File: src/sv/pcmn_pkg.sv
// Package for the PCM normalizer: rate constants, register map, shared types.
// Used by every module of the block; no dependencies of its own.
package pcmn_pkg;

    // Output rate and accumulator sizing
    localparam int TARGET_RATE = 44100;
    localparam int MIN_RATE    = 1400;
    localparam int MAX_RESULTS = 32;
    localparam int ACC_W       = $clog2(2 * TARGET_RATE);
    localparam int RATE_W      = 16;
    localparam int CNT_W       = $clog2(MAX_RESULTS);

    // 8-bit sample scaling
    localparam int ZERO_CODE_8   = 128;
    localparam int SCALE_DIV_8   = 127;
    localparam int FULL_SCALE_16 = 32767;

    // Queue between front and back
    localparam int FIFO_DEPTH = 4;
    localparam int PTR_W      = $clog2(FIFO_DEPTH);

    // Configuration port
    localparam int ADDR_W = 4;
    localparam int DATA_W = 32;

    typedef enum logic [1:0] {
        REG_WIDTH_MODE = 2'd0,
        REG_CHANNELS   = 2'd1,
        REG_SRC_RATE   = 2'd2
    } reg_idx_t;

    localparam logic MODE_U8 = 1'b0;
    localparam logic [1:0] CH_MONO = 2'd1;

    typedef struct packed {
        logic              width_mode;
        logic [1:0]        channel_count;
        logic [RATE_W-1:0] source_rate;
    } cfg_t;

    typedef struct packed {
        logic signed [15:0] left;
        logic signed [15:0] right;
        logic               eos;
    } frame_t;

endpackage

File: src/sv/pcm_normalize_to_stereo16_44k_top.sv
// PCM normalizer to 16-bit stereo at 44100 Hz. Each accepted frame (8-bit
// unsigned or 16-bit signed, mono or stereo) is converted and then repeated
// by a zero-order hold: it yields between 1 and 32 output samples, about
// 44100/source_rate of them, with last_of_run marking the final one. The
// output side emits one sample per cycle unless m_ready stalls it, and holds
// each frame in the rate converter until its run is done (six or so outputs at
// 8 kHz, one at 44.1 kHz); that accumulator step sets the throughput. The input
// side takes a frame per cycle while the four-entry frame queue has room.
// Registers (APB, 4-byte stride): 0 sample width mode, 1 channel count,
// 2 source rate. Write them only while the block is idle.
module pcm_normalize_to_stereo16_44k_top (
    input  logic                         aclk,
    input  logic                         aresetn,
    input  logic                         psel,
    input  logic                         penable,
    input  logic                         pwrite,
    input  logic [pcmn_pkg::ADDR_W-1:0]  paddr,
    input  logic [pcmn_pkg::DATA_W-1:0]  pwdata,
    output logic [pcmn_pkg::DATA_W-1:0]  prdata,
    output logic                         pready,
    input  logic                         s_valid,
    output logic                         s_ready,
    input  logic [15:0]                  s_left_raw,
    input  logic [15:0]                  s_right_raw,
    input  logic                         s_end_of_stream,
    output logic                         m_valid,
    input  logic                         m_ready,
    output logic signed [15:0]           m_out_left,
    output logic signed [15:0]           m_out_right,
    output logic                         m_last_of_run
);
    import pcmn_pkg::*;

    cfg_t     cfg_reg;
    reg_idx_t reg_idx;
    logic     wr_en;
    logic     push_valid;
    logic     push_ready;
    frame_t   push_frame;
    logic     pop_valid;
    logic     pop_ready;
    frame_t   pop_frame;

    assign pready  = 1'b1;
    assign reg_idx = reg_idx_t'(paddr[ADDR_W-1:2]);
    assign wr_en   = psel && penable && pwrite && pready;

    // Register writes; unknown addresses are dropped
    always_ff @(posedge aclk) begin
        if (!aresetn) begin
            cfg_reg.width_mode    <= 1'b1;
            cfg_reg.channel_count <= 2'd2;
            cfg_reg.source_rate   <= RATE_W'(TARGET_RATE);
        end else if (wr_en) begin
            case (reg_idx)
                REG_WIDTH_MODE: cfg_reg.width_mode    <= pwdata[0];
                REG_CHANNELS:   cfg_reg.channel_count <= pwdata[1:0];
                REG_SRC_RATE:   cfg_reg.source_rate   <= pwdata[RATE_W-1:0];
                default: ;
            endcase
        end
    end

    // Register read-back
    always_comb begin
        case (reg_idx)
            REG_WIDTH_MODE: prdata = DATA_W'(cfg_reg.width_mode);
            REG_CHANNELS:   prdata = DATA_W'(cfg_reg.channel_count);
            REG_SRC_RATE:   prdata = DATA_W'(cfg_reg.source_rate);
            default:        prdata = '0;
        endcase
    end

    pcmn_front u_front (
        .aclk            (aclk),
        .aresetn         (aresetn),
        .cfg             (cfg_reg),
        .s_valid         (s_valid),
        .s_ready         (s_ready),
        .s_left_raw      (s_left_raw),
        .s_right_raw     (s_right_raw),
        .s_end_of_stream (s_end_of_stream),
        .push_valid      (push_valid),
        .push_ready      (push_ready),
        .push_frame      (push_frame)
    );

    pcmn_fifo u_fifo (
        .aclk       (aclk),
        .aresetn    (aresetn),
        .push_valid (push_valid),
        .push_ready (push_ready),
        .push_frame (push_frame),
        .pop_valid  (pop_valid),
        .pop_ready  (pop_ready),
        .pop_frame  (pop_frame)
    );

    pcmn_back u_back (
        .aclk          (aclk),
        .aresetn       (aresetn),
        .cfg           (cfg_reg),
        .pop_valid     (pop_valid),
        .pop_ready     (pop_ready),
        .pop_frame     (pop_frame),
        .m_valid       (m_valid),
        .m_ready       (m_ready),
        .m_out_left    (m_out_left),
        .m_out_right   (m_out_right),
        .m_last_of_run (m_last_of_run)
    );

    // An accepted request is held by the front end in the next cycle
    a_front_holds: assert property (@(posedge aclk) disable iff (!aresetn)
        s_valid && s_ready |=> push_valid)
        else $error("accepted frame not held by front end");

    // Retiring a queued frame always presents the end of its run
    a_pop_last: assert property (@(posedge aclk) disable iff (!aresetn)
        pop_valid && pop_ready |=> m_valid && m_last_of_run)
        else $error("frame retired without last_of_run output");

    // A new output appears only from a queued frame
    a_out_from_queue: assert property (@(posedge aclk) disable iff (!aresetn)
        $rose(m_valid) |-> $past(pop_valid))
        else $error("output appeared with empty queue");

endmodule

File: src/sv/pcmn_front.sv
// Front end: accepts input frames, converts samples to signed 16-bit stereo.
// Depends on pcmn_pkg; feeds the frame queue.
module pcmn_front (
    input  logic            aclk,
    input  logic            aresetn,
    input  pcmn_pkg::cfg_t  cfg,
    input  logic            s_valid,
    output logic            s_ready,
    input  logic [15:0]     s_left_raw,
    input  logic [15:0]     s_right_raw,
    input  logic            s_end_of_stream,
    output logic            push_valid,
    input  logic            push_ready,
    output pcmn_pkg::frame_t push_frame
);
    import pcmn_pkg::*;

    localparam int SCALE_Q = FULL_SCALE_16 / SCALE_DIV_8;

    // Map one raw sample; 8-bit: v*32767/127 = v*258 + v/127 (remainder is one)
    function automatic logic signed [15:0] convert(input logic [15:0] raw,
                                                   input logic mode);
        logic signed [8:0]  v;
        logic signed [17:0] p;
        v = $signed({1'b0, raw[7:0]}) - 9'(ZERO_CODE_8);
        p = 18'(v) * 18'(SCALE_Q);
        if (v >= 9'(SCALE_DIV_8)) begin
            p = p + 18'sd1;
        end else if (v <= -9'(SCALE_DIV_8)) begin
            p = p - 18'sd1;
        end
        if (mode != MODE_U8) begin
            convert = $signed(raw);
        end else if (p < -18'sd32768) begin
            convert = -16'sd32768;
        end else begin
            convert = 16'(p);
        end
    endfunction

    logic   hold_valid_reg;
    frame_t hold_frame_reg;
    logic signed [15:0] left_conv;

    assign left_conv  = convert(s_left_raw, cfg.width_mode);
    assign s_ready    = !hold_valid_reg || push_ready;
    assign push_valid = hold_valid_reg;
    assign push_frame = hold_frame_reg;

    // Hold the converted frame until the queue takes it
    always_ff @(posedge aclk) begin
        if (!aresetn) begin
            hold_valid_reg <= 1'b0;
        end else if (s_ready) begin
            hold_valid_reg <= s_valid;
        end
    end

    always_ff @(posedge aclk) begin
        if (s_valid && s_ready) begin
            hold_frame_reg.left  <= left_conv;
            hold_frame_reg.right <= (cfg.channel_count == CH_MONO) ? left_conv
                                    : convert(s_right_raw, cfg.width_mode);
            hold_frame_reg.eos   <= s_end_of_stream;
        end
    end

endmodule

File: src/sv/pcmn_fifo.sv
// Short frame queue between the front end and the rate converter.
// Depends on pcmn_pkg for depth and the frame type.
module pcmn_fifo (
    input  logic             aclk,
    input  logic             aresetn,
    input  logic             push_valid,
    output logic             push_ready,
    input  pcmn_pkg::frame_t push_frame,
    output logic             pop_valid,
    input  logic             pop_ready,
    output pcmn_pkg::frame_t pop_frame
);
    import pcmn_pkg::*;

    frame_t           mem [FIFO_DEPTH];
    logic [PTR_W-1:0] wr_ptr_reg;
    logic [PTR_W-1:0] rd_ptr_reg;
    logic [PTR_W:0]   count_reg;
    logic             do_push;
    logic             do_pop;

    assign push_ready = (count_reg != (PTR_W+1)'(FIFO_DEPTH));
    assign pop_valid  = (count_reg != '0);
    assign pop_frame  = mem[rd_ptr_reg];
    assign do_push    = push_valid && push_ready;
    assign do_pop     = pop_valid && pop_ready;

    // Advance pointers and occupancy
    always_ff @(posedge aclk) begin
        if (!aresetn) begin
            wr_ptr_reg <= '0;
            rd_ptr_reg <= '0;
            count_reg  <= '0;
        end else begin
            if (do_push) begin
                wr_ptr_reg <= wr_ptr_reg + 1'b1;
            end
            if (do_pop) begin
                rd_ptr_reg <= rd_ptr_reg + 1'b1;
            end
            if (do_push && !do_pop) begin
                count_reg <= count_reg + 1'b1;
            end else if (do_pop && !do_push) begin
                count_reg <= count_reg - 1'b1;
            end
        end
    end

    // Store the request
    always_ff @(posedge aclk) begin
        if (do_push) begin
            mem[wr_ptr_reg] <= push_frame;
        end
    end

endmodule

File: src/sv/pcmn_back.sv
// Back end: phase-accumulator zero-order hold, an output a cycle unless stalled.
// Depends on pcmn_pkg; drains the frame queue into the output register.
module pcmn_back (
    input  logic               aclk,
    input  logic               aresetn,
    input  pcmn_pkg::cfg_t     cfg,
    input  logic               pop_valid,
    output logic               pop_ready,
    input  pcmn_pkg::frame_t   pop_frame,
    output logic               m_valid,
    input  logic               m_ready,
    output logic signed [15:0] m_out_left,
    output logic signed [15:0] m_out_right,
    output logic               m_last_of_run
);
    import pcmn_pkg::*;

    logic [ACC_W-1:0] acc_reg;
    logic [ACC_W-1:0] acc_next;
    logic [CNT_W-1:0] count_reg;
    logic [ACC_W-1:0] rate;
    logic [ACC_W-1:0] sum;
    logic             hit;
    logic             done;
    logic             advance;
    logic             m_valid_reg;
    logic signed [15:0] left_reg;
    logic signed [15:0] right_reg;
    logic             last_reg;

    // Clamp the source rate to the supported range
    always_comb begin
        rate = ACC_W'(cfg.source_rate);
        if (rate < ACC_W'(MIN_RATE)) begin
            rate = ACC_W'(MIN_RATE);
        end
        if (rate > ACC_W'(TARGET_RATE)) begin
            rate = ACC_W'(TARGET_RATE);
        end
    end

    // Step the accumulator; end the run on wrap or when the run is full
    always_comb begin
        sum  = acc_reg + rate;
        hit  = (sum >= ACC_W'(TARGET_RATE));
        done = hit || (count_reg == CNT_W'(MAX_RESULTS - 1));
        if (pop_frame.eos || !hit) begin
            acc_next = '0;
        end else begin
            acc_next = sum - ACC_W'(TARGET_RATE);
        end
    end

    assign advance   = pop_valid && (!m_valid_reg || m_ready);
    assign pop_ready = advance && done;

    always_ff @(posedge aclk) begin
        if (!aresetn) begin
            acc_reg   <= '0;
            count_reg <= '0;
        end else if (advance) begin
            if (done) begin
                acc_reg   <= acc_next;
                count_reg <= '0;
            end else begin
                acc_reg   <= sum;
                count_reg <= count_reg + 1'b1;
            end
        end
    end

    // Output register
    always_ff @(posedge aclk) begin
        if (!aresetn) begin
            m_valid_reg <= 1'b0;
        end else if (advance) begin
            m_valid_reg <= 1'b1;
        end else if (m_ready) begin
            m_valid_reg <= 1'b0;
        end
    end

    always_ff @(posedge aclk) begin
        if (advance) begin
            left_reg  <= pop_frame.left;
            right_reg <= pop_frame.right;
            last_reg  <= done;
        end
    end

    assign m_valid       = m_valid_reg;
    assign m_out_left    = left_reg;
    assign m_out_right   = right_reg;
    assign m_last_of_run = last_reg;

endmodule
File: config.mk
export PLATFORM = sky130hd
export DESIGN_NAME = pcm_normalize_to_stereo16_44k_top
export DESIGN_NICKNAME = d
export VERILOG_FILES = /design/src/sv/pcmn_pkg.sv /design/src/sv/pcm_normalize_to_stereo16_44k_top.sv /design/src/sv/pcmn_front.sv /design/src/sv/pcmn_fifo.sv /design/src/sv/pcmn_back.sv
export SDC_FILE = /design/constraint.sdc
export NUM_CORES = 1
export LEC_CHECK = 0
export BUFFER_PORTS_ARGS = -buffer_cell sky130_fd_sc_hd__buf_4
export CELL_PAD_IN_SITES_DETAIL_PLACEMENT = 1
export CELL_PAD_IN_SITES_GLOBAL_PLACEMENT = 2
export CORE_MARGIN = 3
export CORE_UTILIZATION = 25
export CTS_CLUSTER_SIZE = 20
export DETAILED_ROUTE_END_ITERATION = 16
export PLACE_DENSITY = 0.55
export RECOVER_POWER = 50
export SYNTH_ARGS = -nofsm -noshare
export SYNTH_HDL_FRONTEND = slang
export SYNTH_SLANG_ARGS = --single-unit
File: constraint.sdc
create_clock -name aclk -period 5.7 [get_ports aclk]
set_input_delay 0.57 -clock aclk [delete_from_list [all_inputs] [get_ports aclk]]
set_output_delay 0.57 -clock aclk [all_outputs]
set_load 0.02 [all_outputs]
==> metrics <==
count of cell types in the netlist=77; port bufs=108; register bit total from synthesis=between 200 and 300; # setup viols final=0; # nets final=~1400; status=finished with violations; global route overflow=0; post-synthesis cell count=1075; Clk pin slew, worst setup/hold paths=60 ps; CTS Hold Buffers Added=0; CTS buffer count=27; Synth Area per Inst=12.1 um2; Cell Area, Synth=~0.013 mm2; layout cell share with drive strength beyond 1=approximately a fifth; CTS tree=done; final hold viol count=0; Starting Density=25.6%; sequential power share=35.7%; gpl congestion=0.732; Detail Route Antenna Nets=0; kind of critical path=register to register; worst skew pair latency=around 560 ps; XOR/XNOR share of the synthesized area=2.89%; Ys Warns=0; crit path capture type=register; Leakage=0.00584 uW; crit share post-route=around 93%; hpwl dp=26800 um; antenna violations before repair=0; Die Footprint=0.0546 mm2; Fmax=0.189 GHz; R2R depth=25; clock share of power=24.2%; row count=just over 80; hold slack=214 ps; number of global-route vias before repair=9462; Synth Area in Compound Gates=between 10% and 20%; Crit path largest cell delay=530 ps; critical path depth=25; largest family of logic cells by synthesized area=simple AND/OR/NAND/NOR gates; family with the most delay on the worst path=compound AO/OA/AOI/OAI gates; Synth Area in Simple Gates=12.8%; combinational fraction of design power=40.1%; crit-path max FO=9; CP required=between 6000 and 7000 ps; adder-cell share of the synthesized area=under 10%; first-pass GRT wire length=57200 um; Main synth FF type=edfxtp_1; post-route DRC violation count=0; number of diodes=0; GRT Resource Usage Total=13.5%; Layout area overhead=21.1%; post-synthesis sequential area ratio=53.9%; GRT met2 Usage=21.7%; busiest grt layer=met2; via count=9003; clk sinks=250; H-tree lvl count=1; post-synthesis mux area share=6.43%; EDFF count, synth=a little under 200; Clock Skew=approximately 16 ps; Slew headroom=-99.1%; Die H=234 um; M1 GR Usage=19.8%; Worst VDD drop=0.000298 V; failing checks=capacitance limit, slew limit; Final WS setup=419 ps; first-pass iteration count of the detailed router=4; CTS max path bufs=3; Root Buffer=clkbuf_16; async set-reset flop share out of synthesis=0%; fin crit period=about 5300 ps; max_cap viols=4; Hold Path Class=input port to register; Die X-Extent=234 um; Int Power=4290 uW; WHS Path Cells=1; I/O pins=144; Multi-input gate area=0.00566 mm2; max reg flops=132; DRT iter0 DRCs=396; number of vias per cell=~4.7; critical path arrival=between 5000 and 6000 ps; Core Footprint=0.0507 mm2; slowest cell on the critical path=or4_4; # fillers=approximately 5600; CP bufs+invs=3; Worst-Margin Slew=~3000 ps; Setup WS pre-CTS=4.97 ps; reported net switching power=approximately 2500 uW; mean routed wirelength per cell=19.3 um; Register Area=approximately 0.0070 mm2; Routed WL=between 30000 and 40000 um; PwrDens=430 mW/mm2; largest net degree at the start of global routing=47; CP Launch Type=register; met3 usage=1.47%; sw frac=36.5%; Final Max Tran Viols=124
-- logic make-up after synthesis --
kind of cell	count (synthesis)
compound gates	228
xor+xnor	42
fa+ha+maj	79
buf+inv	104
flops	250
mux	42
other cells	2
simple gates	328
-- synth_stat cells, types with 18 or more instances --
| library cell | number | area (um2) |
|---|---|---|
| a21o_1 | 18 | 135 |
| a21oi_1 | 53 | 265 |
| and2_1 | 35 | 219 |
| buf_4 | 18 | 135 |
| clkbuf_1 | 34 | 128 |
| dfxtp_1 | 52 | 1040 |
| edfxtp_1 | 198 | 5950 |
| ha_1 | 73 | 913 |
| inv_1 | 42 | 158 |
| mux4_2 | 33 | 743 |
| nand2_1 | 106 | 398 |
| nand3_1 | 41 | 205 |
| nor2_1 | 38 | 143 |
| o21ai_0 | 36 | 180 |
| xnor2_1 | 26 | 228 |
-- power by group through the flow --
stage,Clock (uW),Combinational (uW),Sequential (uW)
floorplan,0,1600,2540
global placement,0,2770,2450
detailed placement,0,2770,2460
CTS,1710,2790,2420
global route,1780,3000,2430
finish,1640,2710,2410
-- through the flow --
step / utilization (%) / instance area (um2) / TNS (ps) / power, uW / instances
final: 31.0 / 15700 / 0 / 6750 / 1931
after global routing: 31.0 / 15700 / -3.24 / 7200 / 1931
after CTS: 31.1 / 15800 / 0 / 6920 / 1927
after detailed placement: 29.5 / 14900 / 0 / 5230 / 1879
after global placement: 29.5 / 14900 / 0 / 5210 / 1879
after floorplan: - / 13000 / 0 / 4130 / 1090
-- cell type report --
class / count / share of cell area (%)
clock inverter: 12 / 0.637
inverter: 44 / 1.07
sequential: 250 / 44.5
clock buffer: 36 / 4.52
tap: 672 / 5.35
timing repair buffer: 181 / 7.85
multi-input combinational: 736 / 36.1
-- path summary, 6_finish.rpt --
kind,slack [ps],from,to
min,210,s_end_of_stream,u_front.push_frame[0]
max,420,cfg_reg[13],u_fifo.count_reg[2]
min reg2reg,470,u_back.count_reg[4],u_back.count_reg[4]
max reg2reg,420,cfg_reg[13],u_fifo.count_reg[2]
-- metal layers --
| layer | vias up | wire length [um] |
|---|---|---|
| met4 | 0 | 582 |
| met2 | 106 | 16900 |
| li1 | 4336 | - |
| met1 | 4525 | 18600 |
| met5 | - | 0 |
| met3 | 36 | 1130 |
-- placed cells by master (no fill, tap or decap), types with 17 or more instances in the layout --
cell type,count
and2_1,35
edfxtp_1,198
buf_4,141
nor2_1,37
inv_1,41
clkbuf_16,27
nand2_1,106
conb_1,17
dfxtp_1,49
o21ai_0,35
ha_1,73
clkbuf_1,46
mux4_2,33
a21o_1,18
a21oi_1,51
nand3_1,40
xnor2_1,26
-- what timing repair did --
action / CTS / global route
endpoints found under the setup margin: 1 / 20
gates resized for setup: 2 / 20
buffers inserted: 0 / 4
pin swaps: 0 / 5
(Power assumes the default switching activity.)
